[src/sv/countdown_timer_controller_macros.svh]
// Assertion macros shared by the countdown timer controller RTL.
// Depends on nothing; included by files that carry concurrent checks.
`ifndef COUNTDOWN_TIMER_CONTROLLER_MACROS_SVH
`define COUNTDOWN_TIMER_CONTROLLER_MACROS_SVH

// Same-cycle implication, disabled during reset
`define CTC_ASSERT_IMPL(label, clk, rst_n, ante, cons) \
    label: assert property (@(posedge clk) disable iff (!rst_n) (ante) |-> (cons)) \
        else $error("countdown timer check failed");

// Next-cycle implication, disabled during reset
`define CTC_ASSERT_NEXT(label, clk, rst_n, ante, cons) \
    label: assert property (@(posedge clk) disable iff (!rst_n) (ante) |=> (cons)) \
        else $error("countdown timer check failed");

`endif

[src/sv/ctc_pkg.sv]
// Shared types and constants of the countdown timer controller.
// Depends on nothing; used by ctc_step and countdown_timer_controller.
package ctc_pkg;

    localparam int unsigned STEP_W   = 12;
    localparam int unsigned HOLD_W   = 8;
    localparam int unsigned ACT_W    = 3;
    localparam int unsigned SUB_W    = 4;
    localparam int unsigned MODE_W   = 3;
    localparam int unsigned SHOWN_W  = 32;
    localparam int unsigned STAT_W   = 2;
    localparam int unsigned IN_W     = 8;
    localparam int unsigned OUT_W    = 40;
    localparam int unsigned SET_LIMIT = 59999;

    // Configuration register indexes
    localparam logic CFG_STEP = 1'b0;
    localparam logic CFG_HOLD = 1'b1;

    // Event codes
    localparam logic [ACT_W-1:0] ACT_INC   = 3'd0;
    localparam logic [ACT_W-1:0] ACT_DEC   = 3'd1;
    localparam logic [ACT_W-1:0] ACT_START = 3'd2;
    localparam logic [ACT_W-1:0] ACT_ABORT = 3'd3;
    localparam logic [ACT_W-1:0] ACT_TICK  = 3'd4;

    localparam logic [SUB_W-1:0] SUB_BEEP = 4'd5;
    localparam logic [SUB_W-1:0] SUB_SEC  = 4'd10;

    // Event status codes
    localparam logic [STAT_W-1:0] ST_IGN  = 2'd0;
    localparam logic [STAT_W-1:0] ST_DONE = 2'd1;
    localparam logic [STAT_W-1:0] ST_MOVE = 2'd2;

    // Reported mode codes
    localparam logic [MODE_W-1:0] MC_IDLE  = 3'd0;
    localparam logic [MODE_W-1:0] MC_SET   = 3'd1;
    localparam logic [MODE_W-1:0] MC_COUNT = 3'd2;
    localparam logic [MODE_W-1:0] MC_PAUSE = 3'd3;
    localparam logic [MODE_W-1:0] MC_STAT  = 3'd4;

    typedef enum logic [4:0] {
        MODE_IDLE  = 5'b00001,
        MODE_SET   = 5'b00010,
        MODE_COUNT = 5'b00100,
        MODE_PAUSE = 5'b01000,
        MODE_STAT  = 5'b10000
    } t_mode;

    typedef struct packed {
        logic [MODE_W-1:0] mode;
        logic              beep;
        logic [STAT_W-1:0] status;
    } t_result;

    function automatic logic [MODE_W-1:0] mode_code(input t_mode m);
        logic [MODE_W-1:0] c;
        case (m)
            MODE_IDLE:  c = MC_IDLE;
            MODE_SET:   c = MC_SET;
            MODE_COUNT: c = MC_COUNT;
            MODE_PAUSE: c = MC_PAUSE;
            MODE_STAT:  c = MC_STAT;
            default:    c = MC_IDLE;
        endcase
        return c;
    endfunction

endpackage

[src/sv/ctc_step.sv]
// Next-state and result logic of the countdown timer for one event word.
// Depends on ctc_pkg; instantiated by countdown_timer_controller.
module ctc_step #(
    parameter int TIME_BITS = 16
) (
    input  ctc_pkg::t_mode                  i_mode,
    input  logic [TIME_BITS-1:0]            i_set_time,
    input  logic [TIME_BITS-1:0]            i_elapsed,
    input  logic [31:0]                     i_total,
    input  logic [ctc_pkg::HOLD_W-1:0]      i_stat_cnt,
    input  logic [ctc_pkg::ACT_W-1:0]       i_action,
    input  logic [ctc_pkg::SUB_W-1:0]       i_subsecond,
    input  logic [ctc_pkg::STEP_W-1:0]      i_step,
    input  logic [ctc_pkg::HOLD_W-1:0]      i_hold,
    output ctc_pkg::t_mode                  o_mode,
    output logic [TIME_BITS-1:0]            o_set_time,
    output logic [TIME_BITS-1:0]            o_elapsed,
    output logic [31:0]                     o_total,
    output logic [ctc_pkg::HOLD_W-1:0]      o_stat_cnt,
    output logic [ctc_pkg::SHOWN_W-1:0]     o_shown,
    output ctc_pkg::t_result                o_res
);
    import ctc_pkg::*;

    localparam int SW = ((TIME_BITS > STEP_W) ? TIME_BITS : STEP_W) + 1;
    localparam logic [63:0] MASK64 = (64'd1 << TIME_BITS) - 64'd1;
    localparam logic [TIME_BITS-1:0] TIME_MAX =
        (MASK64 < 64'(SET_LIMIT)) ? MASK64[TIME_BITS-1:0] : TIME_BITS'(SET_LIMIT);

    logic [STEP_W-1:0]    step;
    logic [SW-1:0]        sum;
    logic [TIME_BITS-1:0] set_inc;
    logic                 dec_ok;
    logic [SW-1:0]        diff;
    logic [TIME_BITS-1:0] set_tick;
    logic [TIME_BITS-1:0] el_tick;
    logic [TIME_BITS-1:0] el_leave;
    logic [32:0]          tot_sum;
    logic [31:0]          tot_leave;
    logic [HOLD_W-1:0]    cnt_inc;

    always_comb begin
        // zero step acts as one second
        step    = (i_step == '0) ? STEP_W'(1) : i_step;
        sum     = SW'(i_set_time) + SW'(step);
        set_inc = (sum > SW'(TIME_MAX)) ? TIME_MAX : sum[TIME_BITS-1:0];
        dec_ok  = SW'(i_set_time) >= SW'(step);
        diff    = SW'(i_set_time) - SW'(step);

        set_tick = (i_set_time != '0) ? i_set_time - TIME_BITS'(1) : i_set_time;
        el_tick  = (i_elapsed != '1) ? i_elapsed + TIME_BITS'(1) : i_elapsed;

        // tick at the second boundary leaves countdown with the bumped count
        el_leave  = (i_action == ACT_TICK) ? el_tick : i_elapsed;
        tot_sum   = {1'b0, i_total} + 33'(el_leave);
        tot_leave = tot_sum[32] ? '1 : tot_sum[31:0];
        cnt_inc   = i_stat_cnt + HOLD_W'(1);
    end

    always_comb begin
        o_mode     = i_mode;
        o_set_time = i_set_time;
        o_elapsed  = i_elapsed;
        o_total    = i_total;
        o_stat_cnt = i_stat_cnt;
        o_res.beep   = 1'b0;
        o_res.status = ST_IGN;

        case (i_mode)
            MODE_IDLE: begin
                if (i_action == ACT_INC) begin
                    o_set_time   = set_inc;
                    o_mode       = MODE_SET;
                    o_res.status = ST_MOVE;
                end else if (i_action == ACT_START) begin
                    o_mode       = MODE_STAT;
                    o_res.status = ST_MOVE;
                end else if (i_action == ACT_TICK && i_subsecond == SUB_BEEP) begin
                    o_res.beep   = 1'b1;
                    o_res.status = ST_DONE;
                end
            end
            MODE_SET: begin
                if (i_action == ACT_INC) begin
                    o_set_time   = set_inc;
                    o_res.status = ST_DONE;
                end else if (i_action == ACT_DEC) begin
                    if (dec_ok) begin
                        o_set_time   = diff[TIME_BITS-1:0];
                        o_res.status = ST_DONE;
                    end
                end else if (i_action == ACT_START) begin
                    if (dec_ok) begin
                        o_mode       = MODE_COUNT;
                        o_res.status = ST_MOVE;
                    end
                end else if (i_action == ACT_ABORT) begin
                    o_mode       = MODE_IDLE;
                    o_set_time   = '0;
                    o_elapsed    = '0;
                    o_res.status = ST_MOVE;
                end
            end
            MODE_COUNT: begin
                if (i_action == ACT_TICK) begin
                    if (i_subsecond == SUB_SEC) begin
                        if (set_tick == '0) begin
                            o_total      = tot_leave;
                            o_mode       = MODE_IDLE;
                            o_set_time   = '0;
                            o_elapsed    = '0;
                            o_res.status = ST_MOVE;
                        end else begin
                            o_set_time   = set_tick;
                            o_elapsed    = el_tick;
                            o_res.status = ST_DONE;
                        end
                    end
                end else if (i_action == ACT_START) begin
                    o_total      = tot_leave;
                    o_elapsed    = '0;
                    o_mode       = MODE_PAUSE;
                    o_res.status = ST_MOVE;
                end else if (i_action == ACT_ABORT) begin
                    o_total      = tot_leave;
                    o_mode       = MODE_IDLE;
                    o_set_time   = '0;
                    o_elapsed    = '0;
                    o_res.status = ST_MOVE;
                end
            end
            MODE_PAUSE: begin
                if (i_action == ACT_INC) begin
                    o_set_time   = set_inc;
                    o_mode       = MODE_SET;
                    o_res.status = ST_MOVE;
                end else if (i_action == ACT_DEC) begin
                    if (dec_ok) begin
                        o_set_time   = diff[TIME_BITS-1:0];
                        o_mode       = MODE_SET;
                        o_res.status = ST_MOVE;
                    end
                end
            end
            MODE_STAT: begin
                if (i_action == ACT_TICK) begin
                    o_stat_cnt = cnt_inc;
                    if (cnt_inc == i_hold) begin
                        o_stat_cnt   = '0;
                        o_mode       = MODE_IDLE;
                        o_set_time   = '0;
                        o_elapsed    = '0;
                        o_res.status = ST_MOVE;
                    end
                end
            end
            default: begin
                o_mode     = MODE_IDLE;
                o_set_time = '0;
                o_elapsed  = '0;
            end
        endcase

        o_res.mode = mode_code(o_mode);
        o_shown    = (o_mode == MODE_STAT) ? o_total : SHOWN_W'(o_set_time);
    end

endmodule

[src/sv/countdown_timer_controller.sv]
// Countdown timer controller, five modes: idle, set, countdown, pause, statistics.
// Event words enter on the s_axis side (action in tuser, subsecond in tdata).
// Each accepted event yields exactly one result word on the m_axis side:
// mode, shown time (productive total in statistics, else set time), beep and
// event status.
// The result word is registered: it appears in the cycle after its event is accepted.
// Throughput: one event per cycle while m_axis does not stall; the state update and the result register
// are written in the same cycle the event is taken.
// The result register doubles as the output stage: s_axis_tready is high
// whenever it is empty or being drained, so a stall on m_axis holds the word
// and blocks only the next event.
// Configuration: i_cfg_we writes step_seconds (index 0) or stat_hold_ticks
// (index 1) from i_cfg_data; write only while no event is in flight.
// Reset (synchronous, active low): idle mode, all times and counters zero,
// step 60 s, statistics hold 30 ticks, no result pending.
// Depends on ctc_pkg, ctc_step and countdown_timer_controller_macros.svh.
module countdown_timer_controller #(
    parameter int TIME_BITS = 16
) (
    input  logic                          i_clk,
    input  logic                          i_rst_n,
    input  logic                          i_cfg_we,
    input  logic                          i_cfg_idx,
    input  logic [ctc_pkg::STEP_W-1:0]    i_cfg_data,
    input  logic                          s_axis_tvalid,
    output logic                          s_axis_tready,
    // [3:0] subsecond, [7:4] zero
    input  logic [ctc_pkg::IN_W-1:0]      s_axis_tdata,
    // [2:0] action
    input  logic [ctc_pkg::ACT_W-1:0]     s_axis_tuser,
    output logic                          m_axis_tvalid,
    input  logic                          m_axis_tready,
    // [2:0] mode, [34:3] shown_time, [35] beep, [37:36] event_status, [39:38] zero
    output logic [ctc_pkg::OUT_W-1:0]     m_axis_tdata
);
    import ctc_pkg::*;

    logic [STEP_W-1:0]    r_step;
    logic [HOLD_W-1:0]    r_hold;
    t_mode                r_mode;
    logic [TIME_BITS-1:0] r_set_time;
    logic [TIME_BITS-1:0] r_elapsed;
    logic [31:0]          r_total;
    logic [HOLD_W-1:0]    r_stat_cnt;
    logic                 r_out_valid;
    logic [OUT_W-1:0]     r_out_data;

    t_mode                n_mode;
    logic [TIME_BITS-1:0] n_set_time;
    logic [TIME_BITS-1:0] n_elapsed;
    logic [31:0]          n_total;
    logic [HOLD_W-1:0]    n_stat_cnt;
    logic [SHOWN_W-1:0]   n_shown;
    t_result              n_res;

    logic                 accept;

    assign s_axis_tready = !r_out_valid || m_axis_tready;
    assign accept        = s_axis_tvalid && s_axis_tready;
    assign m_axis_tvalid = r_out_valid;
    assign m_axis_tdata  = r_out_data;

    ctc_step #(
        .TIME_BITS (TIME_BITS)
    ) u_step (
        .i_mode      (r_mode),
        .i_set_time  (r_set_time),
        .i_elapsed   (r_elapsed),
        .i_total     (r_total),
        .i_stat_cnt  (r_stat_cnt),
        .i_action    (s_axis_tuser),
        .i_subsecond (s_axis_tdata[SUB_W-1:0]),
        .i_step      (r_step),
        .i_hold      (r_hold),
        .o_mode      (n_mode),
        .o_set_time  (n_set_time),
        .o_elapsed   (n_elapsed),
        .o_total     (n_total),
        .o_stat_cnt  (n_stat_cnt),
        .o_shown     (n_shown),
        .o_res       (n_res)
    );

    always_ff @(posedge i_clk) begin
        if (!i_rst_n) begin
            r_step <= STEP_W'(60);
            r_hold <= HOLD_W'(30);
        end else if (i_cfg_we) begin
            case (i_cfg_idx)
                CFG_STEP: r_step <= i_cfg_data;
                CFG_HOLD: r_hold <= i_cfg_data[HOLD_W-1:0];
                default:  r_step <= r_step;
            endcase
        end
    end

    always_ff @(posedge i_clk) begin
        if (!i_rst_n) begin
            r_mode     <= MODE_IDLE;
            r_set_time <= '0;
            r_elapsed  <= '0;
            r_total    <= '0;
            r_stat_cnt <= '0;
        end else if (accept) begin
            r_mode     <= n_mode;
            r_set_time <= n_set_time;
            r_elapsed  <= n_elapsed;
            r_total    <= n_total;
            r_stat_cnt <= n_stat_cnt;
        end
    end

    always_ff @(posedge i_clk) begin
        if (!i_rst_n) begin
            r_out_valid <= 1'b0;
        end else if (accept) begin
            r_out_valid <= 1'b1;
        end else if (m_axis_tready) begin
            r_out_valid <= 1'b0;
        end
    end

    // load the result word with the event; hold it while stalled
    always_ff @(posedge i_clk) begin
        if (accept) begin
            r_out_data <= {2'b00, n_res.status, n_res.beep, n_shown, n_res.mode};
        end
    end

`include "countdown_timer_controller_macros.svh"

    `CTC_ASSERT_IMPL(a_no_overrun, i_clk, i_rst_n, accept, (!r_out_valid || m_axis_tready))
    `CTC_ASSERT_NEXT(a_result_follows, i_clk, i_rst_n, accept, r_out_valid)
    `CTC_ASSERT_IMPL(a_idle_clear, i_clk, i_rst_n, (r_mode == MODE_IDLE),
        (r_set_time == '0 && r_elapsed == '0))
    `CTC_ASSERT_IMPL(a_elapsed_only_counting, i_clk, i_rst_n, (r_mode != MODE_COUNT),
        (r_elapsed == '0))

endmodule

[config.mk]
export PLATFORM = sky130hd
export DESIGN_NAME = countdown_timer_controller
export DESIGN_NICKNAME = d
export VERILOG_FILES = /design/src/sv/ctc_pkg.sv /design/src/sv/ctc_step.sv /design/src/sv/countdown_timer_controller.sv
export VERILOG_INCLUDE_DIRS = /design/src /design/src/sv
export SDC_FILE = /design/constraint.sdc
export NUM_CORES = 1
export LEC_CHECK = 0
export BUFFER_PORTS_ARGS = -buffer_cell sky130_fd_sc_hd__buf_4
export CAP_MARGIN = 20
export CORE_ASPECT_RATIO = 1.25
export CORE_UTILIZATION = 51
export DETAILED_ROUTE_END_ITERATION = 7
export PLACE_DENSITY = 0.69
export SYNTH_ARGS = -nofsm -noshare
export SYNTH_HDL_FRONTEND = slang
export SYNTH_SLANG_ARGS = --single-unit
export TNS_END_PERCENT = 10
[constraint.sdc]
create_clock -name i_clk -period 6.24 [get_ports i_clk]
set_input_delay 1.248 -clock i_clk [delete_from_list [all_inputs] [get_ports i_clk]]
set_output_delay 1.248 -clock i_clk [all_outputs]
set_load 0.02 [all_outputs]
# [Word-level counts from Yosys, hierarchy flattened]
# Cells that the tools add are included.
[word_totals] ff_bits=136 output_inout_bits=42
[classes] add_sub_neg=6 n_lt_le_gt_ge=2 eq_ne=23 n_mux=77 bitwise_logic=3 n_reduce_logical=15
[op_table] operator="16-bit two-way mux" count=28
[op_table] operator="32-bit two-way mux" count=7
[op_table] operator="5-bit two-way mux" count=16
[op_table] operator="16-bit case mux with 5 select lines" count=1
[op_table] operator="16-bit case mux with 4 select lines" count=1
[op_table] operator="32-bit by 16-bit adder with 33-bit output" count=1
[op_table] operator="2-bit two-way mux" count=15
[op_table] operator="5-bit case mux with 5 select lines" count=1
[op_table] operator="16-bit by 12-bit adder with 17-bit output" count=1
[op_table] operator="17-bit by 16-bit > comparator with 1-bit output, second input constant" count=1
[op_table] operator="16-bit by 1-bit adder with 16-bit output, second input constant" count=1
[op_table] operator="16-bit by 12-bit greater-or-equal comparator with 1-bit output" count=1
[op_table] operator="16-bit zero test" count=1
[op_table] operator="16-bit inequality test, second input constant" count=1
[op_table] operator="16-bit nonzero test" count=1
[op_table] operator="16-bit by 1-bit subtractor with 16-bit output, second input constant" count=1
[op_table] operator="16-bit by 12-bit subtractor with 16-bit output" count=1
[op_table] operator="12-bit zero test" count=1
[op_table] operator="12-bit two-way mux" count=1
[op_table] operator="3-bit case mux with 4 select lines" count=1
[op_table] operator="5-bit by 2-bit equality test with 1-bit output, second input constant" count=2
[op_table] operator="5-bit by 3-bit equality test with 1-bit output, second input constant" count=2
[op_table] operator="5-bit by 4-bit equality test with 1-bit output, second input constant" count=2
[op_table] operator="5-bit equality test, second input constant" count=2
[op_table] operator="26 further kinds" count=36

# [Logic depth before layout (Yosys ltp)]
[depth] depth_word=10 ltp_mapped=22 mapped_depth_nobuf=19

# [Modules after synthesis]
# Synthesis repeated with hierarchy kept, for this count alone.
[unflattened] cells_unflattened=1468 area_unflattened_um2=11302.1
[modules_own_cells] module="ctc_step" instances=1 cells_each=999 area_each_um2=6341.1 seq_area_each_um2=0.0
[modules_own_cells] module="countdown_timer_controller" instances=1 cells_each=469 area_each_um2=4961.0 seq_area_each_um2=3103.0

# [Least setup slack after synthesis]
# No wires, ideal clock.
[synth_timing] path_type="input -> register" from="input port s_axis_tuser[2] (netlist name)" to="register r_out_data[15], in the netlist m_axis_tdata[15], data pin" setup_ns=0.268 t_arrival_ns=5.003 setup_slack_ns=0.969 path_stages=18 path_buffers=3 path_cell_list="clkbuf_1 > nand3_1 > a31oi_1 > nand4_1 > nor2_1 > xor2_1 > ha_1 > nand3_1 > nand2_1 > a2111oi_0 > o31ai_2 > a31oi_2 > or3_1 > buf_2 > buf_2 > nand2_1 > o221ai_1 > o21ai_0"
[synth_via] elab_chain_len=9
[synth_lines] element="from (decl)" line="countdown_timer_controller.sv:30" rtl="input logic [ctc_pkg::ACT_W-1:0] s_axis_tuser,"
[synth_lines] element="3-bit equality test" line="ctc_step.sv:54, ctc_step.sv:105, ctc_step.sv:146"
[synth_lines] element="16-bit two-way mux" line="ctc_step.sv:54" rtl="el_leave = (i_action == ACT_TICK) ? el_tick : i_elapsed;"
[synth_lines] element="32-bit by 16-bit adder with 33-bit output" line="ctc_step.sv:55" rtl="tot_sum = {1'b0, i_total} + 33'(el_leave);"
[synth_lines] element="32-bit two-way mux" line="ctc_step.sv:56" rtl="tot_leave = tot_sum[32] ? '1 : tot_sum[31:0];"
[synth_lines] element="32-bit two-way mux (on tied branches)" line="ctc_step.sv:124, ctc_step.sv:107"
[synth_lines] element="32-bit two-way mux (on tied branches)" line="ctc_step.sv:119, ctc_step.sv:106"
[synth_lines] element="32-bit two-way mux" line="ctc_step.sv:105" rtl="if (i_action == ACT_TICK) begin"
[synth_lines] element="32-bit two-way mux" line="ctc_step.sv:69" rtl="case (i_mode)"
[synth_lines] element="16-bit two-way mux (*)" line="ctc_step.sv:165" rtl="o_shown = (o_mode == MODE_STAT) ? o_total : SHOWN_W'(o_set_time);"
[synth_lines] element="net n_shown[12]" line="countdown_timer_controller.sv:53" rtl="logic [SHOWN_W-1:0] n_shown;"
[synth_lines] element="to (signal assigned)" line="countdown_timer_controller.sv:126" rtl="r_out_data <= {2'b00, n_res.status, n_res.beep, n_shown, n_res.mode};"
[synth_lines] element="to (decl)" line="countdown_timer_controller.sv:46" rtl="logic [OUT_W-1:0] r_out_data;"
# The timed path passes the listed nets; every way through them passes the cells marked *.
# A chain may end at the register's enable or synchronous reset.

# [Worst setup path after layout]
[layout_timing] from="register r_elapsed[3]" to="register r_total[26]"
[layout_via] elab_chain_len=9
[layout_lines] element="from (decl)" line="countdown_timer_controller.sv:42" rtl="logic [TIME_BITS-1:0] r_elapsed;"
[layout_lines] element="from (signal assigned)" line="countdown_timer_controller.sv:107" rtl="r_elapsed <= n_elapsed;"
[layout_lines] element="16-bit by 1-bit adder with 16-bit output or 16-bit inequality test (tied branches)" line="ctc_step.sv:51" rtl="el_tick = (i_elapsed != '1) ? i_elapsed + TIME_BITS'(1) : i_elapsed;"
[layout_lines] element="16-bit two-way mux" line="ctc_step.sv:51"
[layout_lines] element="16-bit two-way mux (*)" line="ctc_step.sv:54"
[layout_lines] element="32-bit by 16-bit adder with 33-bit output (*)" line="ctc_step.sv:55"
[layout_lines] element="32-bit two-way mux (*)" line="ctc_step.sv:56"
[layout_lines] element="32-bit two-way mux (on tied branches)" line="ctc_step.sv:124, ctc_step.sv:107"
[layout_lines] element="32-bit two-way mux (on tied branches)" line="ctc_step.sv:119, ctc_step.sv:106"
[layout_lines] element="32-bit two-way mux (*)" line="ctc_step.sv:105"
[layout_lines] element="32-bit two-way mux (*)" line="ctc_step.sv:69"
[layout_lines] element="to (signal assigned)" line="countdown_timer_controller.sv:108" rtl="r_total <= n_total;"
[layout_lines] element="to (decl)" line="countdown_timer_controller.sv:43" rtl="logic [31:0] r_total;"
# Every way passes the cells marked *; elsewhere a longest branch is shown, timed or not.

==> out/results.tsv <==
stage	metric	value	unit
cts	ctsResizeCount	0	
pwr	internal_power	1.83	mW
drt	firstDrtPassIters	7	
synthesis	ys_types	105	
drt	ant_nets	0	
sta	finalWorstPathRequiredPeriod	5.64	ns
critical_path	crit_path_end_kind	register	
synthesis	synth_seq_cells	136	
critical_path	crit_required	6.56	ns
cts	clkSlewWorstSetupHoldPaths	0.06	ns
sta	max_freq	177	MHz
synthesis	synth-edff-count	38	
hold_path	worstHoldEndpoint	r_hold[7]	
pwr	pwr-share-comb	0.212	
sta	fin_tns_setup	0	ns
cts	cts_buffer_depth	2	
drt	post-route-drc-count	0	
synthesis	synth-seq-area-share	0.291	
global_route	overflow	0	
cts	cts-root-buf	clkbuf_16	
drt	routedWlPerCell	20.2	um
layout	final_cell_area	11900	um^2
synthesis	syn_area_per_cell	7.70	um^2
critical_path	cp_cell_sequence	and4_1, nand4_1, nor4_1, a31oi_1, buf_4, xor2_1, ha_1, fa_1, a211oi_1, o21ai_1, a2111oi_0, o31ai_2, a31oi_2, or3_1, buf_4, nand3_1, o311a_1	
layout	fin_nets	1474	
drt	drt_iter0_drc	803	
sta	tightest_slew	1.03	ns
die	dieHeight	164	um
hold_path	hold_path.class	reg -> reg	
drt	viasPerCell	6.30	
cts	post_cts_buffers	0	
critical_path	crit_family	compound AO/OA/AOI/OAI gates	
placement	port_buffers	64	
pwr	p_switching	0.830	mW
placement	place.gp.congestion	0.986	
sta	rsz0062_at_grt	false	
sta	final-max-slew-violation-count	0	
cts	clk_latency	0.43	ns
die	die-area	21500	um^2
cts	cts_inserted_buffers	17	
job	max_cap_violations	0	
global_route	grt_antenna_before_repair	0	
drt	route.vias.total	10600	
global_route	grtUsageMet3	0.0441	
synthesis	synth_area_leaders	dfxtp_1 18%, edfxtp_1 11%, a21oi_1 5.8%, nand2_1 5.5%, ha_1 5.2%	
critical_path	setup.worst_path.class	reg -> reg	
synthesis	ys_warn_count	0	
critical_path	r2r_cells	17	
critical_path	critPathLaunchType	register	
pwr	vdd.ir_drop.worst	0.214	mV
synthesis	syn_inst	1385	
die	initial_core_util	0.525	
placement	dpl_cell_area	11200	um^2
die	ios	71	
global_route	track_usage	0.316	
global_route	grt-busiest-layer	met2	
pwr	p_leak	4.65	nW
layout	drive_gt1_frac	0.128	
sta	slew-limit-headroom	0.311	
run_status	status	finished, final reports clean	
hold_path	hold_depth	2	
global_route	met2_usage	0.568	
critical_path	cp-startpoint	r_elapsed[3]	
critical_path	max_stage_delay	0.66	ns
layout	diodes	0	
critical_path	r2r-end	r_total[26]	
global_route	first_global_vias	9946	
sta	fin_ws	0.601	ns
critical_path	r2r_slack	0.60	ns
layout	syn_to_final_growth	11.4	%
pwr	pwr-share-seq	0.375	
cts	cts_sinks	136	
pwr	swShare	0.312	
synthesis	syn_area	10700	um^2
die	rows	58	
critical_path	arrival	5.96	ns
pwr	p_total	2.66	mW
sta	hold_viol_final	0	
critical_path	cp.buffers_inverters	2	
die	fp.coreArea	20300	um^2
critical_path	crit_fanout	14	
sta	min_period_over_period	0.904	
cts	cts_hold_buf	0	
synthesis	yosysTopAreaCellShare	0.184	
sta	finalSetupViolations	0	
sta	finClkSkew	0.0105	ns
placement	post-dp-hpwl	25200	um
hold_path	hold_path.startpoint	r_hold[7]	
placement	place_ws	0.446	ns
global_route	grt_first_pass_wirelength	53200	um
cts	cts-htree-levels	4	
synthesis	async_flop_share	0	
pwr	pwr_density_cell	224	nW/um^2
die	die_x	131	um
global_route	grtUsageMet1	0.364	
critical_path	cpMaxStageDelayCell	nor4_1	
pwr	clkPwrFrac	0.413	
critical_path	cp_common_cell	buf_4	
cts	cts_tree	yes	
global_route	grt_max_degree	60	
synthesis	synth-main-ff-cell	dfxtp_1	
synthesis	yosysTopAreaCell	dfxtp_1	
drt	wirelength	33900	um
critical_path	rr_startpoint	r_elapsed[3]	
==> cell families after synthesis <==
kind of cell | synth area share
buffers and inverters | 0.0577
DFF | 0.291
and+or+nand+nor | 0.252
muxes | 0.0164
AOI/OAI and AO/OA | 0.281
xor gates and xnor gates | 0.0435
other | 0.000352
adders and majority gates | 0.0583
==> power groups by stage <==
stage	logic [mW]	registers, mW	clock network, mW
6_report	0.565	0.998	1.10
5_1_grt	0.610	1.00	1.14
4_1_cts	0.556	0.996	1.11
3_5_place_dp	0.552	1.01	0
3_3_place_gp	0.550	1.01	0
2_1_floorplan	0.386	1.01	0
==> worst min-delay path, stage by stage (launching register included) <==
cell	delay (ns)
dfxtp_1	0.32
nand2_1	0.05
a21oi_1	0.05
==> cells in the final DEF (no fill, tap or decap), types with 8 or more instances in the layout <==
| cell | Yosys | layout |
|---|---|---|
| or2_2 | 10 | 10 |
| xnor2_1 | 34 | 34 |
| nor2_1 | 146 | 146 |
| nand2b_1 | 15 | 15 |
| a311oi_1 | 16 | 16 |
| dfxtp_1 | 98 | 98 |
| o31ai_1 | 10 | 10 |
| nor4_1 | 14 | 14 |
| a31oi_1 | 18 | 18 |
| inv_1 | 49 | 47 |
| nand4_1 | 17 | 17 |
| o21ai_0 | 81 | 81 |
| o211ai_1 | 24 | 24 |
| buf_4 | 5 | 87 |
| a21o_1 | 21 | 21 |
| and3_1 | 15 | 15 |
| nand2_1 | 157 | 157 |
| clkbuf_16 | 0 | 17 |
| mux2i_1 | 13 | 13 |
| a211oi_1 | 22 | 22 |
| a21oi_1 | 123 | 122 |
| nand3_1 | 58 | 58 |
| ha_1 | 44 | 44 |
| a31o_2 | 8 | 8 |
| and2_1 | 13 | 13 |
| nor2b_1 | 10 | 10 |
| o21a_1 | 14 | 14 |
| edfxtp_1 | 38 | 38 |
| xor2_1 | 19 | 19 |
| a211o_1 | 8 | 8 |
| nor3_1 | 45 | 45 |
==> per-stage QoR <==
stage | cells | util | hold WS (ns)
floorplan | 1386 | - | 0.436
global placement | 1649 | 0.553 | 0.462
detailed placement | 1649 | 0.553 | 0.463
CTS | 1681 | 0.585 | 0.472
global route | 1681 | 0.585 | 0.507
finish | 1681 | 0.585 | 0.472
==> worst max-delay path by stage <==
stage,end,slack (ns),cells after the start
global route,r_total[26],0.11,17
floorplan,m_axis_tdata[15],0.97,18
CTS,r_total[26],0.66,17
finish,r_total[26],0.60,17
detailed placement,r_total[26],0.45,17
global placement,r_total[26],0.45,17
==> metal layers <==
| layer | up-vias | routed length, um |
|---|---|---|
| met5 | - | 0 |
| met4 | 0 | 1670 |
| met3 | 94 | 1690 |
| met2 | 358 | 16900 |
| met1 | 5015 | 13600 |
| li1 | 5131 | - |
==> final cells by class <==
class	count	area (um^2)
Multi-Input combinational cell	1106	6960
Sequential cell	136	3100
Clock inverter	14	195
Fill cell	1868	8440
Clock buffer	18	439
Timing Repair Buffer	87	653
Tap cell	270	338
Inverter	50	188
==> synth_stat cells (all sizes together) (38+ instances only) <==
cell    count
nand2     157
nor2      147
a21oi     125
dfxtp      98
o21ai      87
nand3      58
clkbuf     52
inv        49
nor3       49
ha         44
buf        42
edfxtp     38
==> state kept, by name, summed over array words and instances, names as in the netlist <==
name / cells
r_total: 32
r_hold: 8
m_axis_tvalid: 1
r_set_time: 16
r_mode: 5
r_elapsed: 16
m_axis_tdata: 38
r_stat_cnt: 8
r_step: 12
Note: power is estimated with default switching activity, not from simulation.
